[src/hw/rtl/rotenc_pkg.sv]
// Shared types and constants for the rotary encoder counter.
// Used by every module of the block; depends on nothing else.
`default_nettype none

package rotenc_pkg;

  // Width of the saturating elapsed tick counters.
  localparam int unsigned ElapsedBits = 16;
  // Width of the lockout registers.
  localparam int unsigned LockBits    = 16;
  // Width of the signed step count.
  localparam int unsigned CountBits   = 8;
  // Width of the configuration register index.
  localparam int unsigned CfgIdxBits  = 2;

  // Comparison width that holds both an elapsed count and a lockout.
  localparam int unsigned CmpBits = (ElapsedBits > LockBits) ? ElapsedBits : LockBits;

  localparam logic [ElapsedBits-1:0] ElapsedMax = {ElapsedBits{1'b1}};

  localparam logic [LockBits-1:0] RotLockoutReset = LockBits'(2);
  localparam logic [LockBits-1:0] KeyLockoutReset = LockBits'(50);

  typedef enum logic [CfgIdxBits-1:0] {
    CfgRotLockout = 2'd0,
    CfgKeyLockout = 2'd1
  } cfg_idx_e;

  typedef struct packed {
    logic [LockBits-1:0] rot_lockout;
    logic [LockBits-1:0] key_lockout;
  } cfg_t;

  typedef struct packed {
    logic phase_a_level;
    logic phase_b_level;
    logic key_level;
    logic read_rotation;
    logic read_key;
  } item_t;

  typedef struct packed {
    logic signed [CountBits-1:0] rotation_value;
    logic                        key_pressed;
  } result_t;

endpackage

`default_nettype wire

[src/hw/rtl/rotenc_cfg.sv]
// Configuration register file for the rotary encoder counter.
// Holds the rotation and key lockouts; depends on rotenc_pkg.
`default_nettype none

module rotenc_cfg (
  input  wire logic                             clk_i,
  input  wire logic                             rst_ni,
  input  wire logic                             cfg_valid_i,
  output logic                                  cfg_ready_o,
  input  wire logic [rotenc_pkg::CfgIdxBits-1:0] cfg_index_i,
  input  wire logic [rotenc_pkg::LockBits-1:0]  cfg_data_i,
  output rotenc_pkg::cfg_t                      cfg_o
);
  import rotenc_pkg::*;

  cfg_t cfg_q, cfg_d;

  assign cfg_ready_o = 1'b1;

  always_comb begin
    cfg_d = cfg_q;
    if (cfg_valid_i) begin
      case (cfg_idx_e'(cfg_index_i))
        CfgRotLockout: cfg_d.rot_lockout = cfg_data_i;
        CfgKeyLockout: cfg_d.key_lockout = cfg_data_i;
        default:       cfg_d = cfg_q;
      endcase
    end
  end

  always_ff @(posedge clk_i or negedge rst_ni) begin
    if (!rst_ni) begin
      cfg_q.rot_lockout <= RotLockoutReset;
      cfg_q.key_lockout <= KeyLockoutReset;
    end else begin
      cfg_q <= cfg_d;
    end
  end

  assign cfg_o = cfg_q;

endmodule

`default_nettype wire

[src/hw/rtl/rotenc_core.sv]
// Per-tick decoder state and update logic: edge detection, lockout
// timing, step count and sticky key flag. Depends on rotenc_pkg.
`default_nettype none

module rotenc_core (
  input  wire logic              clk_i,
  input  wire logic              rst_ni,
  input  wire logic              step_en_i,
  input  rotenc_pkg::item_t      item_i,
  input  rotenc_pkg::cfg_t       cfg_i,
  output rotenc_pkg::result_t    result_o
);
  import rotenc_pkg::*;

  logic signed [CountBits-1:0] count_q, count_d;
  logic                        flag_q, flag_d;
  logic [ElapsedBits-1:0]      rot_ticks_q, rot_ticks_d;
  logic [ElapsedBits-1:0]      key_ticks_q, key_ticks_d;
  logic                        prev_a_q, prev_key_q;

  logic [ElapsedBits-1:0]      rot_adv, key_adv;
  logic                        rot_edge, key_edge;
  logic signed [CountBits-1:0] count_base;
  logic                        flag_base;

  // Saturating advance of both elapsed counters.
  assign rot_adv = (rot_ticks_q == ElapsedMax) ? rot_ticks_q : rot_ticks_q + 1'b1;
  assign key_adv = (key_ticks_q == ElapsedMax) ? key_ticks_q : key_ticks_q + 1'b1;

  assign rot_edge = prev_a_q && !item_i.phase_a_level &&
                    (CmpBits'(rot_adv) >= CmpBits'(cfg_i.rot_lockout));
  assign key_edge = prev_key_q && !item_i.key_level &&
                    (CmpBits'(key_adv) > CmpBits'(cfg_i.key_lockout));

  // A read clears the stored value before this tick's update lands.
  assign count_base = item_i.read_rotation ? '0 : count_q;
  assign flag_base  = item_i.read_key ? 1'b0 : flag_q;

  always_comb begin
    count_d = count_base;
    if (rot_edge) begin
      count_d = item_i.phase_b_level ? count_base + 1'b1 : count_base - 1'b1;
    end
  end

  assign flag_d      = key_edge ? 1'b1 : flag_base;
  assign rot_ticks_d = rot_edge ? '0 : rot_adv;
  assign key_ticks_d = key_edge ? '0 : key_adv;

  assign result_o.rotation_value = item_i.read_rotation ? count_q : '0;
  assign result_o.key_pressed    = item_i.read_key ? flag_q : 1'b0;

  always_ff @(posedge clk_i or negedge rst_ni) begin
    if (!rst_ni) begin
      count_q     <= '0;
      flag_q      <= 1'b0;
      rot_ticks_q <= '0;
      key_ticks_q <= '0;
      prev_a_q    <= 1'b1;
      prev_key_q  <= 1'b1;
    end else if (step_en_i) begin
      count_q     <= count_d;
      flag_q      <= flag_d;
      rot_ticks_q <= rot_ticks_d;
      key_ticks_q <= key_ticks_d;
      prev_a_q    <= item_i.phase_a_level;
      prev_key_q  <= item_i.key_level;
    end
  end

endmodule

`default_nettype wire

[src/hw/rtl/rotary_encoder_debounced_counter.sv]
// Rotary encoder decoder with debounced push key: top level with the
// input and result registers. Depends on rotenc_pkg, rotenc_cfg, rotenc_core.
//
// Usage. Each input item is one timebase tick: the sampled levels of encoder
// phase A, phase B and the key pin, plus the two read strobes. An item is
// taken at a rising edge with in_valid_i high and in_stall_o low, and every
// item yields exactly one result item (rotation_value_o, key_pressed_o),
// handed over at an edge with out_valid_o high and out_stall_i low.
// Each item is captured in the input register; the decoder state is then
// updated and the result is captured in the result register. The block takes
// one item per cycle while the receiver does not stall.
// When the receiver stalls, the result register holds its item and the input
// register can still take one more item; only when both are full does
// in_stall_o rise. Configuration writes (index 0 rotation lockout, index 1
// key lockout, other indexes ignored) are always ready and should be issued
// while no item is in flight.
// Reset clears the count, the key flag and both elapsed counters, sets the
// remembered pin levels high (pull-ups) and restores the lockouts to 2 and 50.
`default_nettype none

module rotary_encoder_debounced_counter (
  input  wire logic                              clk_i,
  input  wire logic                              rst_ni,
  // Tick input channel
  input  wire logic                              in_valid_i,
  output logic                                   in_stall_o,
  input  wire logic                              phase_a_level_i,
  input  wire logic                              phase_b_level_i,
  input  wire logic                              key_level_i,
  input  wire logic                              read_rotation_i,
  input  wire logic                              read_key_i,
  // Result channel
  output logic                                   out_valid_o,
  input  wire logic                              out_stall_i,
  output logic signed [rotenc_pkg::CountBits-1:0] rotation_value_o,
  output logic                                   key_pressed_o,
  // Configuration write channel
  input  wire logic                              cfg_valid_i,
  output logic                                   cfg_ready_o,
  input  wire logic [rotenc_pkg::CfgIdxBits-1:0] cfg_index_i,
  input  wire logic [rotenc_pkg::LockBits-1:0]   cfg_data_i
);
  import rotenc_pkg::*;

  cfg_t    cfg;
  item_t   in_item_q;
  logic    in_valid_q;
  result_t core_result;
  result_t out_result_q;
  logic    out_valid_q;

  logic    out_free;
  logic    step_en;
  logic    in_take;

  // The result register can take a new item when empty or being drained.
  assign out_free   = !out_valid_q || !out_stall_i;
  // The held item moves into the decoder when the result register is free.
  assign step_en    = in_valid_q && out_free;
  // The input register refills when empty or emptying this cycle.
  assign in_stall_o = in_valid_q && !out_free;
  assign in_take    = in_valid_i && !in_stall_o;

  rotenc_cfg u_cfg (
    .clk_i       (clk_i),
    .rst_ni      (rst_ni),
    .cfg_valid_i (cfg_valid_i),
    .cfg_ready_o (cfg_ready_o),
    .cfg_index_i (cfg_index_i),
    .cfg_data_i  (cfg_data_i),
    .cfg_o       (cfg)
  );

  rotenc_core u_core (
    .clk_i     (clk_i),
    .rst_ni    (rst_ni),
    .step_en_i (step_en),
    .item_i    (in_item_q),
    .cfg_i     (cfg),
    .result_o  (core_result)
  );

  // Input register: control bit is reset, payload is not.
  always_ff @(posedge clk_i or negedge rst_ni) begin
    if (!rst_ni) begin
      in_valid_q <= 1'b0;
    end else if (!in_valid_q || out_free) begin
      in_valid_q <= in_valid_i;
    end
  end

  always_ff @(posedge clk_i) begin
    if (in_take) begin
      in_item_q.phase_a_level <= phase_a_level_i;
      in_item_q.phase_b_level <= phase_b_level_i;
      in_item_q.key_level     <= key_level_i;
      in_item_q.read_rotation <= read_rotation_i;
      in_item_q.read_key      <= read_key_i;
    end
  end

  // Result register.
  always_ff @(posedge clk_i or negedge rst_ni) begin
    if (!rst_ni) begin
      out_valid_q <= 1'b0;
    end else if (out_free) begin
      out_valid_q <= in_valid_q;
    end
  end

  always_ff @(posedge clk_i) begin
    if (step_en) begin
      out_result_q <= core_result;
    end
  end

  assign out_valid_o      = out_valid_q;
  assign rotation_value_o = out_result_q.rotation_value;
  assign key_pressed_o    = out_result_q.key_pressed;

endmodule

`default_nettype wire

[config.mk]
export PLATFORM = sky130hd
export DESIGN_NAME = rotary_encoder_debounced_counter
export DESIGN_NICKNAME = d
export VERILOG_FILES = /design/src/hw/rtl/rotenc_pkg.sv /design/src/hw/rtl/rotenc_cfg.sv /design/src/hw/rtl/rotenc_core.sv /design/src/hw/rtl/rotary_encoder_debounced_counter.sv
export SDC_FILE = /design/constraint.sdc
export NUM_CORES = 1
export LEC_CHECK = 0
export BUFFER_PORTS_ARGS = -buffer_cell sky130_fd_sc_hd__clkbuf_2
export CAP_MARGIN = 20
export CELL_PAD_IN_SITES_DETAIL_PLACEMENT = 0
export CELL_PAD_IN_SITES_GLOBAL_PLACEMENT = 1
export CORE_ASPECT_RATIO = 0.8
export CORE_UTILIZATION = 45
export CTS_BUF_LIST = sky130_fd_sc_hd__clkbuf_2 sky130_fd_sc_hd__clkbuf_4 sky130_fd_sc_hd__clkbuf_8
export DETAILED_ROUTE_END_ITERATION = 10
export PLACE_DENSITY_LB_ADDON = 0.2
export SLEW_MARGIN = 20
export SYNTH_ARGS = -nofsm -noshare
export SYNTH_HDL_FRONTEND = slang
export SYNTH_SLANG_ARGS = --single-unit
[constraint.sdc]
create_clock -name clk_i -period 8.5 [get_ports clk_i]
set_input_delay 0.425 -clock clk_i [delete_from_list [all_inputs] [get_ports clk_i]]
set_output_delay 0.425 -clock clk_i [all_outputs]
set_load 0.01 [all_outputs]
### After elaboration in Yosys (flattened, before gate mapping)

Cells that the tools add are included.

* register bits after elaboration: 91
* input port bits: 28
* logic and storage cells: 56

* add/subtract/negate cells: 4
* order comparisons: 2
* eq/ne operators: 3
* mux-type cells: 9
* reduce and logical (&&, ||, !) cells: 21

Operator list (count)
* two-way mux 16 bit: 4
* adder 16 x 1 -> 16 bit, second input constant: 2
* equality test 16 bit, second input constant: 2
* two-way mux 8 bit: 3
* greater-or-equal comparator 16 bit: 1
* greater-than comparator 16 bit: 1
* adder 8 x 1 -> 8 bit, second input constant: 1
* subtractor 8 x 1 -> 8 bit, second input constant: 1
* logical AND 1 bit: 7
* zero test 1 bit: 7
* AND reduction 2 bit: 3
* equality test 2 x 1 -> 1 bit, second input constant: 1
* zero test 2 bit: 1
* logical OR 1 bit: 2
* two-way mux 1 bit: 2
* nonzero test 2 bit: 1

### Depth between registers and ports, before layout

Gate-level depths: netlist of the first run.

* depth after elaboration: 6
* gate-level depth with buffers: 17
* depth with buffers taken out: 14

### Hierarchy

A second synthesis of the first run with hierarchy kept.

* cells, all modules: 546
* area, all modules: 5529.1 um^2

By module, submodules not included
* rotenc_core: instances 1, cells each 454, area each 3787.4 um^2, sequential area each 1078.5 um^2
* rotenc_cfg: instances 1, cells each 70, area each 1228.7 um^2, sequential area each 805.8 um^2
* rotary_encoder_debounced_counter: instances 1, cells each 22, area each 513.0 um^2, sequential area each 470.5 um^2

### Worst setup path before layout of the first run

No wires, ideal clock.

* kind: register to register
* from: register u_core.rot_ticks_q[3]
* to: register u_core.rot_ticks_q[1]
* data arrival time: 3159 ps
* path slack: 5219 ps
* stages on the path, launching flop included: 17
* clock period less this slack: 3281 ps
* cells stage by stage: dfrtp_1 buf_2 and4_4 nand4_4 nor4_4 nor2_2 nand3_1 xnor2_1 ha_1 nand2_1 nor3_1 a21oi_1 o21ai_0 a21o_1 clkbuf_1 nor2_1 a32o_1

* word-level cells in the longest chain between the ends: 5

Ends and longest elaborated chain
* start, declared: RTL line rotenc_core.sv:17 `logic [ElapsedBits-1:0] rot_ticks_q, rot_ticks_d;`
* start signal, assigned: RTL line rotenc_core.sv:64 `rot_ticks_q <= rot_ticks_d;`
* adder 16 x 1 -> 16 bit / equality test 16 bit (equally long branches): RTL line rotenc_core.sv:27 `assign rot_adv = (rot_ticks_q == ElapsedMax) ? rot_ticks_q : rot_ticks_q + 1'b1;`
* two-way mux 16 bit (*): RTL line rotenc_core.sv:27
* greater-or-equal comparator 16 bit: RTL line rotenc_core.sv:31 `(CmpBits'(rot_adv) >= CmpBits'(cfg_i.rot_lockout));`
* logical AND 1 bit: RTL line rotenc_core.sv:30 `assign rot_edge = prev_a_q && !item_i.phase_a_level &&`
* two-way mux 16 bit (*): RTL line rotenc_core.sv:47 `assign rot_ticks_d = rot_edge ? '0 : rot_adv;`

Mark *: on every way between the ends. The rest lies on a longest branch, timed or not.
A chain may end at the register's enable or synchronous reset.

### Worst setup path in the final report of the first run

* from: register u_core.rot_ticks_q[3]
* to: register u_core.count_q[1]

* word-level cells in the longest chain between the ends: 5

Ends and longest elaborated chain
* adder 16 x 1 -> 16 bit / equality test 16 bit (equally long branches): RTL line rotenc_core.sv:27
* two-way mux 16 bit (*): RTL line rotenc_core.sv:27
* greater-or-equal comparator 16 bit (*): RTL line rotenc_core.sv:31
* logical AND 1 bit (*): RTL line rotenc_core.sv:30
* two-way mux 8 bit (*): RTL line rotenc_core.sv:41 `if (rot_edge) begin`
* end signal, assigned: RTL line rotenc_core.sv:62 `count_q <= count_d;`
* end, declared: RTL line rotenc_core.sv:15 `logic signed [CountBits-1:0] count_q, count_d;`

Marks and branches as above.

==> impl_metrics.json, run 1 <==
{
  "synth-seq-area-share_pct": 44.3,
  "synth.avg_cell_area_sq_um": 9.85,
  "final_nets": 643,
  "clkTransAtPathRegs_ns": 0.09,
  "ir_drop_mv": 0.101,
  "die_h_um": 99.3,
  "ys_top_cells_by_area": "dfrtp_1 (33%), ha_1 (9.4%), edfxtp_1 (7.9%)",
  "max_slew_margin_pct": 37.2,
  "synth.most_common_cell": "dfrtp_1",
  "grt-ovfl-total": 0,
  "finalNonFillerCells": 727,
  "post_cts_buffers": 0,
  "grt_max_degree": 78,
  "die_area_sq_mm": 0.0123,
  "routed_wirelength_mm": 11.2,
  "finalPower_mw": 1.17,
  "placed_area_sq_mm": 0.00564,
  "fill_cells": 1086,
  "synth_commonest_cells": "dfrtp_1 (71), nand2_1 (53), ha_1 (40), inv_1 (40), nor2_1 (39)",
  "synth_edf_count": 14,
  "clk_path_buf_depth": 2,
  "viasPerCell": 5.31,
  "core_area_sq_mm": 0.0115,
  "grt_pass1_vias": 3850,
  "endpoint_kind": "register",
  "synth_top_area_share_pct": 33.4,
  "synth-seq-cells": 91,
  "async_flop_share_pct": 84.6,
  "io_buffer_count": 38,
  "dp_hpwl_mm": 8.12,
  "vias": 3860,
  "layout-drive-gt1-share_pct": 15.9,
  "drcViolationCount": 0,
  "crit_fanout": 10,
  "cts_hold_buf": 0,
  "post_cts_resized": 0,
  "yosys.area.top_type": "dfrtp_1",
  "worstSetupStartpointType": "register",
  "crit_type": "reg -> reg",
  "max_freq_mhz": 251,
  "worst_pin_slew_ns": 0.937,
  "antenna_found_initial": 0,
  "drv_cap": 0,
  "io_pins": 40,
  "syn_inst": 540,
  "placed_cells": 711,
  "syn-num-nets": 609,
  "hold_viol": 0,
  "place.gp.congestion": 0.842,
  "clock_latency_ns": 0.36,
  "cp.arrival_ns": 4.28,
  "dieWidth_um": 124,
  "finalCritPeriodShare_pct": 46.8,
  "start_util_pct": 46.2,
  "antenna_cells": 0,
  "synth_cell_type_count": 57,
  "finalClockSkew_ns": 0.00897,
  "ys.flop_type": "dfrtp_1",
  "min_period_ns": 3.98,
  "clkSinkCount": 91,
  "leakagePower_nw": 2.80,
  "tns_ns": 0,
  "hold-worst-slack_ns": 0.0645,
  "syn_area_sq_mm": 0.00532,
  "grtUsageTotal_pct": 20.0,
  "first_iter_violations": 162,
  "ys_warn_count": 0,
  "final_antenna_net_count": 0,
  "maxSlewViolCount": 0,
  "p_per_area_mw_per_mm2": 201,
  "regArea_sq_mm": 0.00235,
  "wire_per_inst_um": 15.4,
  "cts_tree": "done",
  "grt_pass1_wl_mm": 18.8,
  "multi_input_area_sq_mm": 0.00274,
  "htreeDepth": 3,
  "synthToLayoutAreaGrowth_pct": 9.66,
  "cts_root_buf": "clkbuf_8",
  "setup_viol": 0,
  "hp-class": "in -> async",
  "cts_made_buffers": 9,
  "rsz0062_at_grt": "no",
  "design_area_sq_mm": 0.00584,
  "cp.required_ns": 8.80,
  "status": "finished, final reports clean",
  "rows": 35,
  "drt_first_pass_iters": 4
}
[critical path: stages (launching register included)]
cell and delay (ns):
dfrtp_1 0.48, and4_4 0.30, nand4_4 0.16, nor4_4 0.49, nor2_2 0.19, nand3_1 0.16
xnor2_1 0.08, ha_1 0.30, nand2_1 0.06, nor3_1 0.19, a21oi_1 0.10, o21ai_0 0.27
a21oi_1 0.24, nor2_1 0.65, a22o_1 0.25
[cell type report]
| cell class | count | area share, % |
|---|---|---|
| inverters | 40 | 2.57 |
| clock inverters | 7 | 1.16 |
| well taps | 148 | 3.17 |
| multi-input cells | 392 | 47.0 |
| clock buffers | 9 | 2.12 |
| repair buffers | 40 | 3.62 |
| flip-flops and latches | 91 | 40.4 |
[cell families after synthesis]
group	count (synthesis)	synth area share, %
xor gates and xnor gates	37	6.09
AOI/OAI and AO/OA	103	12.5
muxes	21	4.51
other	1	0.0705
DFF	91	44.3
buffers and inverters	57	4.30
adders and majority gates	41	9.78
and+or+nand+nor	189	18.5
[layout by cell type, fill, tap and decap left out, drive strengths merged, types with 10 or more instances in the layout]
cell type / netlist / layout
a21oi: 22 / 22
a22o: 18 / 18
and2: 15 / 15
clkbuf: 12 / 46
dfrtp: 71 / 71
edfxtp: 14 / 14
ha: 40 / 40
inv: 40 / 40
mux2: 21 / 21
nand2: 53 / 53
nand3: 20 / 20
nand4: 10 / 10
nor2: 40 / 40
nor2b: 12 / 12
nor3: 12 / 12
o21ai: 32 / 32
xnor2: 21 / 21
xor2: 16 / 16
[where the power goes]
group / internal, mW / leakage [nW] / switching (mW)
Combinational: 0.133 / 1.60 / 0.176
Clock: 0.135 / 0.0947 / 0.161
Sequential: 0.509 / 1.11 / 0.0589
Total: 0.777 / 2.80 / 0.395
[per-stage QoR]
step	utilization, %	setup slack [ns]
final	50.7	4.52
after global routing	50.7	4.19
after CTS	50.6	4.52
after detailed placement	49.0	4.56
after global placement	49.0	4.62
after floorplan	-	5.22
[path summary, 6_finish.rpt]
kind                       slack (ns)  depth (start not counted)                      to                   from
min in group clk_i               0.24                          1            in_item_q[3]        phase_b_level_i
max reg2reg                      4.52                         14       u_core.count_q[1]  u_core.rot_ticks_q[3]
max in group asynchronous        7.90                          1         u_cfg.cfg_o[19]                 rst_ni
min reg2reg                      0.47                          2         u_core.prev_a_q        u_core.prev_a_q
max                              4.52                         14       u_core.count_q[1]  u_core.rot_ticks_q[3]
min                              0.06                          1  u_core.key_ticks_q[14]                 rst_ni
[metal layers]
layer	global-route usage [%]	vias up	wire, um
li1	-	1952	-
met1	29.0	1838	5880
met2	30.5	60	4790
met3	4.01	10	383
met4	5.10	0	107
met5	0	-	0
[state kept, by name, indices dropped and copies added, names as in the netlist, 5 cells and up]
signal	count
u_cfg.cfg_o	32
u_core.key_ticks_q	16
u_core.rot_ticks_q	16
rotation_value_o	8
u_core.count_q	8
in_item_q	5
(Power assumes the default switching activity.)
==> inputs of run 2 (changes only) <==
- clock period: 8.5 -> 4.1 ns (I/O delays scaled with it)
==> impl_metrics.json, run 2 (synthesized netlist as in run 1, its figures left out) <==
{
  "ir_drop_mv": 0.206,
  "drv_cap": 0,
  "crit_fanout": 10,
  "fill_cells": 1068,
  "hold-worst-slack_ns": 0.0283,
  "cp.required_ns": 4.36,
  "design_area_sq_mm": 0.00588,
  "cts_root_buf": "clkbuf_8",
  "die_h_um": 99.3,
  "io_pins": 40,
  "clkSinkCount": 91,
  "min_period_ns": 3.81,
  "drcViolationCount": 0,
  "top_layer": "met4",
  "layout_commonest_cell": "dfrtp_1",
  "start_util_pct": 46.2,
  "met3_length_um": 364,
  "wire_per_inst_um": 15.7,
  "met2_wirelength_mm": 5.14,
  "slowest_stage": "nor4_4",
  "cts_tree": "done",
  "clkTransAtPathRegs_ns": 0.09,
  "largest_reg_flops": 32,
  "cts_made_buffers": 9,
  "rows": 35,
  "routed_wirelength_mm": 11.5,
  "io_buffer_count": 38,
  "drt_first_pass_iters": 5,
  "worst_slack_ns": 0.288,
  "vias": 3911,
  "grt_max_degree": 78,
  "max_freq_mhz": 262,
  "pre_cts_slack_ns": 0.272,
  "finalPower_mw": 2.45,
  "worstSetupStartpointType": "register",
  "synthToLayoutAreaGrowth_pct": 10.6,
  "dp_hpwl_mm": 8.32,
  "max_slew_margin_pct": 43.5,
  "place.gp.congestion": 0.845,
  "placed_area_sq_mm": 0.00566,
  "maxSlewViolCount": 0,
  "grt_pass1_vias": 3931,
  "worst_pin_slew_ns": 0.845,
  "viasPerCell": 5.34,
  "wl_met1_mm": 5.83,
  "die_area_sq_mm": 0.0123,
  "leakagePower_nw": 2.83,
  "antenna_cells": 0,
  "htreeDepth": 3,
  "crit_chain": "and4_4, nand4_4, nor4_4, nor2_2, nand2_1, xnor2_1, ha_1, a21oi_1, nor2_1, a211oi_1, o21ai_0, a21oi_1, nor2_1, buf_4, a22o_1",
  "finalClockSkew_ns": 0.0107,
  "grtUsageTotal_pct": 20.9,
  "multi_input_area_sq_mm": 0.00274,
  "clk_path_buf_depth": 2,
  "endpoint_kind": "register",
  "first_iter_violations": 233,
  "core_area_sq_mm": 0.0115,
  "regArea_sq_mm": 0.00235,
  "cp.arrival_ns": 4.07,
  "hold_viol": 0,
  "clock_latency_ns": 0.37,
  "dieWidth_um": 124,
  "final_nets": 648,
  "antenna_found_initial": 0,
  "p_per_area_mw_per_mm2": 416,
  "setup_viol": 0,
  "tns_ns": 0,
  "grt-ovfl-total": 0,
  "layout-drive-gt1-share_pct": 16.6,
  "max_stage_delay_ns": 0.49,
  "hp-class": "in -> reg",
  "grt_pass1_wl_mm": 19.6,
  "final_antenna_net_count": 0,
  "crit_type": "reg -> reg",
  "rsz0062_at_grt": "no",
  "final_cell_mix": "dfrtp_1 (71), nand2_1 (53), inv_1 (40), ha_1 (40), nor2_1 (39)",
  "status": "finished, final reports clean",
  "finalCritPeriodShare_pct": 93.0
}
## run 2: changes by cell type in the layout (fill, tap and decap cells not counted)
cell           before  now
buf_4               2    5
clkinv_1            3    1
dlygate4sd3_1       0    2
a21o_1              8    7
a21o_2              0    1
clkbuf_4            0    1
clkinv_4            1    0
inv_1              39   40
inv_6               1    2
## run 2: stage by stage
step / std cells / util, %
4_1_cts: 731 / 51.0
5_1_grt: 732 / 51.1
6_report: 732 / 51.1
3_3_place_gp: 714 / 49.2
3_5_place_dp: 714 / 49.2
2_1_floorplan: 540 / -
## run 2: final timing paths
path / from / endpoint / slack, ns / cells after the start
setup / recovery: u_core.rot_ticks_q[3] / u_core.count_q[1] / 0.29 / 15
hold / removal: read_rotation_i / in_item_q[1] / 0.03 / 1
setup reg to reg: u_core.rot_ticks_q[3] / u_core.count_q[1] / 0.29 / 15
hold reg to reg: u_core.prev_a_q / u_core.prev_a_q / 0.46 / 2
max in group asynchronous: rst_ni / u_core.rot_ticks_q[1] / 3.14 / 2
min in group asynchronous: rst_ni / u_core.key_ticks_q[13] / 0.43 / 2
## run 2: power by group
part / total [mW] / switching [mW] / leakage [nW] / internal [mW]
Sequential: 1.18 / 0.125 / 1.11 / 1.05
Combinational: 0.649 / 0.368 / 1.62 / 0.280
Clock: 0.618 / 0.327 / 0.0981 / 0.290
## run 2: area by class of cell
class / instances / area share (%)
tap: 148 / 3.15
sequential: 91 / 40.0
clock inverter: 6 / 1.08
clock buffer: 10 / 2.23
timing repair buffer: 45 / 4.32
inverter: 40 / 2.55
multi-input combinational: 392 / 46.6
## run 2: critical path: cells and delay by family (launching register included)
kind / cells / cell delay, ns
AO/OA/AOI/OAI: 5 / 1.22
AND/OR/NAND/NOR: 7 / 1.38
flip-flops: 1 / 0.48
XOR/XNOR: 1 / 0.14
buffers and inverters: 1 / 0.20
adder cells (fa/ha/maj): 1 / 0.27
## run 2: layer usage
metal	GRT usage [%]	vias up
met5	0	-
met4	5.10	0
met3	4.07	11
met2	32.6	65
met1	29.7	1878
li1	-	1957
## run 2: repair_timing
item	in CTS	in global routing
gates resized for setup	0	1
hold buffers	1	1
buffers inserted	0	0
endpoints found under the hold margin	1	71
setup endpoints to repair	0	7
==> inputs of run 3 (changes only) <==
- ABC_AREA: default -> 1
- CORE_ASPECT_RATIO: 0.8 -> default
==> impl_metrics.json, run 3 <==
{
  "status": "finished, final reports clean",
  "syn_area_sq_mm": 0.00570,
  "antenna_cells": 0,
  "worstRegToRegCells": 18,
  "routed_wirelength_mm": 12.7,
  "worstSetupStartpointType": "register",
  "leakagePower_nw": 3.47,
  "fill_cells": 1192,
  "post_cts_resized": 0,
  "rr_startpoint": "u_core.rot_ticks_q[0]",
  "synth_cell_type_count": 39,
  "wire_per_inst_um": 13.1,
  "synth.avg_cell_area_sq_um": 7.52,
  "placed_cells": 945,
  "antenna_found_initial": 0,
  "grt_pass1_vias": 4482,
  "grtUsageTotal_pct": 20.9,
  "cts_tree": "done",
  "power_frac_seq_pct": 44.0,
  "utilization_pct": 51.5,
  "clkPwrFrac_pct": 19.9,
  "synth.most_common_cell": "nand2_1",
  "drcViolationCount": 0,
  "dieWidth_um": 115,
  "max_slew_margin_pct": 29.3,
  "ir_drop_mv": 0.211,
  "crit_fanout": 23,
  "syn-num-nets": 827,
  "design_area_sq_mm": 0.00627,
  "start_util_pct": 46.9,
  "clkTransAtPathRegs_ns": 0.09,
  "synth_top_area_share_pct": 31.2,
  "synthToLayoutAreaGrowth_pct": 9.94,
  "place.gp.congestion": 0.833,
  "tns_ns": 0,
  "min_to": "u_cfg.cfg_o[4]",
  "syn_inst": 758,
  "max_freq_mhz": 293,
  "power.switching_mw": 1.11,
  "r2r_end": "u_core.rot_ticks_q[13]",
  "hold_viol": 0,
  "finalCritPeriodShare_pct": 83.3,
  "layout-drive-gt1-share_pct": 13.5,
  "grt_pass1_wl_mm": 21.2,
  "vias": 4764,
  "hp-start": "cfg_data_i[4]",
  "final_antenna_net_count": 0,
  "rsz0062_at_grt": "no",
  "placed_area_sq_mm": 0.00602,
  "final_nets": 864,
  "hp-class": "in -> reg",
  "async_flop_share_pct": 84.6,
  "rows": 40,
  "drv_cap": 0,
  "synth_commonest_cells": "nand2_1 (232), inv_1 (109), dfrtp_1 (71)",
  "viasPerCell": 4.92,
  "io_pins": 40,
  "grt_max_degree": 78,
  "grt-ovfl-total": 0,
  "synth-seq-cells": 91,
  "maxSlewViolCount": 0,
  "endpoint_kind": "register",
  "power_frac_comb_pct": 36.1,
  "finalNonFillerCells": 968,
  "post_cts_buffers": 0,
  "layout_commonest_cell": "nand2_1",
  "min_period_ns": 3.41,
  "drt_first_pass_iters": 5,
  "switching_share_pct": 39.2,
  "worst_slack_ns": 0.687,
  "first_iter_violations": 278,
  "final_cell_mix": "nand2_1 (232), inv_1 (109), dfrtp_1 (71)",
  "ys_top_cells_by_area": "dfrtp_1 (31%), nand2_1 (15%), ha_1 (8.8%)",
  "io_buffer_count": 38,
  "hold-path-cell-count": 3,
  "die_area_sq_mm": 0.0131,
  "cts_root_buf": "clkbuf_8",
  "hold-worst-slack_ns": 0.0393,
  "cp.required_ns": 4.33,
  "rrSetupSlack_ns": 0.69,
  "finalPower_mw": 2.82,
  "internal-power_mw": 1.72,
  "dp_hpwl_mm": 9.26,
  "synth-seq-area-share_pct": 41.3,
  "clk_path_buf_depth": 2,
  "crit_type": "reg -> reg",
  "cp.arrival_ns": 3.64,
  "finalClockSkew_ns": 0.00972,
  "ys.flop_type": "dfrtp_1",
  "p_per_area_mw_per_mm2": 451,
  "cts_made_buffers": 9,
  "cts_hold_buf": 5,
  "pre_cts_slack_ns": 0.728,
  "core_area_sq_mm": 0.0122,
  "yosys.area.top_type": "dfrtp_1",
  "largest_reg_flops": 32,
  "clkSinkCount": 91,
  "htreeDepth": 3,
  "die_h_um": 115,
  "synth_edf_count": 14,
  "clock_latency_ns": 0.38,
  "worst_pin_slew_ns": 1.06,
  "setup_viol": 0,
  "ys_warn_count": 0
}
==> run 3: changes by cell type after synthesis, sizes merged, moves of 18 or more <==
cell / change
a22o: -18
o21ai: +24
mux2: -21
nand2: +192
inv: +90
nand3: +46
==> run 3: cell families after synthesis <==
family,Yosys count,synth area share (%)
AOI/OAI and AO/OA,82,7.53
xor gates and xnor gates,21,3.23
DFF,91,41.3
other,1,0.0658
adders and majority gates,41,9.13
buffers and inverters,152,10.3
and+or+nand+nor,370,28.5
==> run 3: power groups by stage <==
| stage | Clock, mW | Sequential (mW) | Combinational (mW) |
|---|---|---|---|
| after floorplan | 0 | 1.23 | 0.776 |
| after global placement | 0 | 1.25 | 0.987 |
| after detailed placement | 0 | 1.26 | 1.02 |
| after CTS | 0.588 | 1.24 | 1.03 |
| after global routing | 0.618 | 1.27 | 1.19 |
| final | 0.562 | 1.24 | 1.02 |
==> run 3: cell type report <==
cell class / count / area (sq um) / share of cell area [%]
clock buffer: 10 / 131 / 2.10
clock inverter: 6 / 41.3 / 0.659
inverter: 132 / 495 / 7.90
multi-input combinational: 515 / 2760 / 44.0
sequential: 91 / 2350 / 37.6
tap: 168 / 210 / 3.35
timing repair buffer: 46 / 275 / 4.39
==> run 3: routing by layer <==
metal	vias up	global-route usage (%)	routed length (um)
met2	90	34.7	5950
met3	12	4.29	494
li1	2453	-	-
met1	2209	27.8	6110
met4	0	5.63	161
met5	-	0	0
==> run 3: how the worst max path moves through the flow <==
| stage | start | endpoint | slack (ns) | cells past startpoint |
|---|---|---|---|---|
| 4_1_cts | u_core.rot_ticks_q[0] | u_core.rot_ticks_q[13] | 0.68 | 18 |
| 5_1_grt | u_core.rot_ticks_q[0] | u_core.rot_ticks_q[3] | 0.36 | 17 |
| 2_1_floorplan | u_core.rot_ticks_q[0] | u_core.count_q[2] | 1.50 | 20 |
| 3_5_place_dp | u_core.rot_ticks_q[0] | u_core.rot_ticks_q[13] | 0.73 | 18 |
| 6_report | u_core.rot_ticks_q[0] | u_core.rot_ticks_q[13] | 0.69 | 18 |
| 3_3_place_gp | u_core.rot_ticks_q[0] | u_core.rot_ticks_q[13] | 0.76 | 18 |
==> run 3: worst max-delay path, cell delays in order, from the launching register on <==
cell,delay (ns)
dfrtp_1,0.41
ha_1,0.19
nand2_1,0.10
nor2_4,0.16
nand3_1,0.12
nor2_1,0.24
nand3_1,0.11
nand2_1,0.08
nand2_1,0.07
ha_1,0.31
nand4_1,0.11
nor2_1,0.13
nand2_1,0.06
clkinv_1,0.04
nand2_1,0.06
nand2_2,0.16
nand2_1,0.50
nand3_1,0.30
o21ai_1,0.09
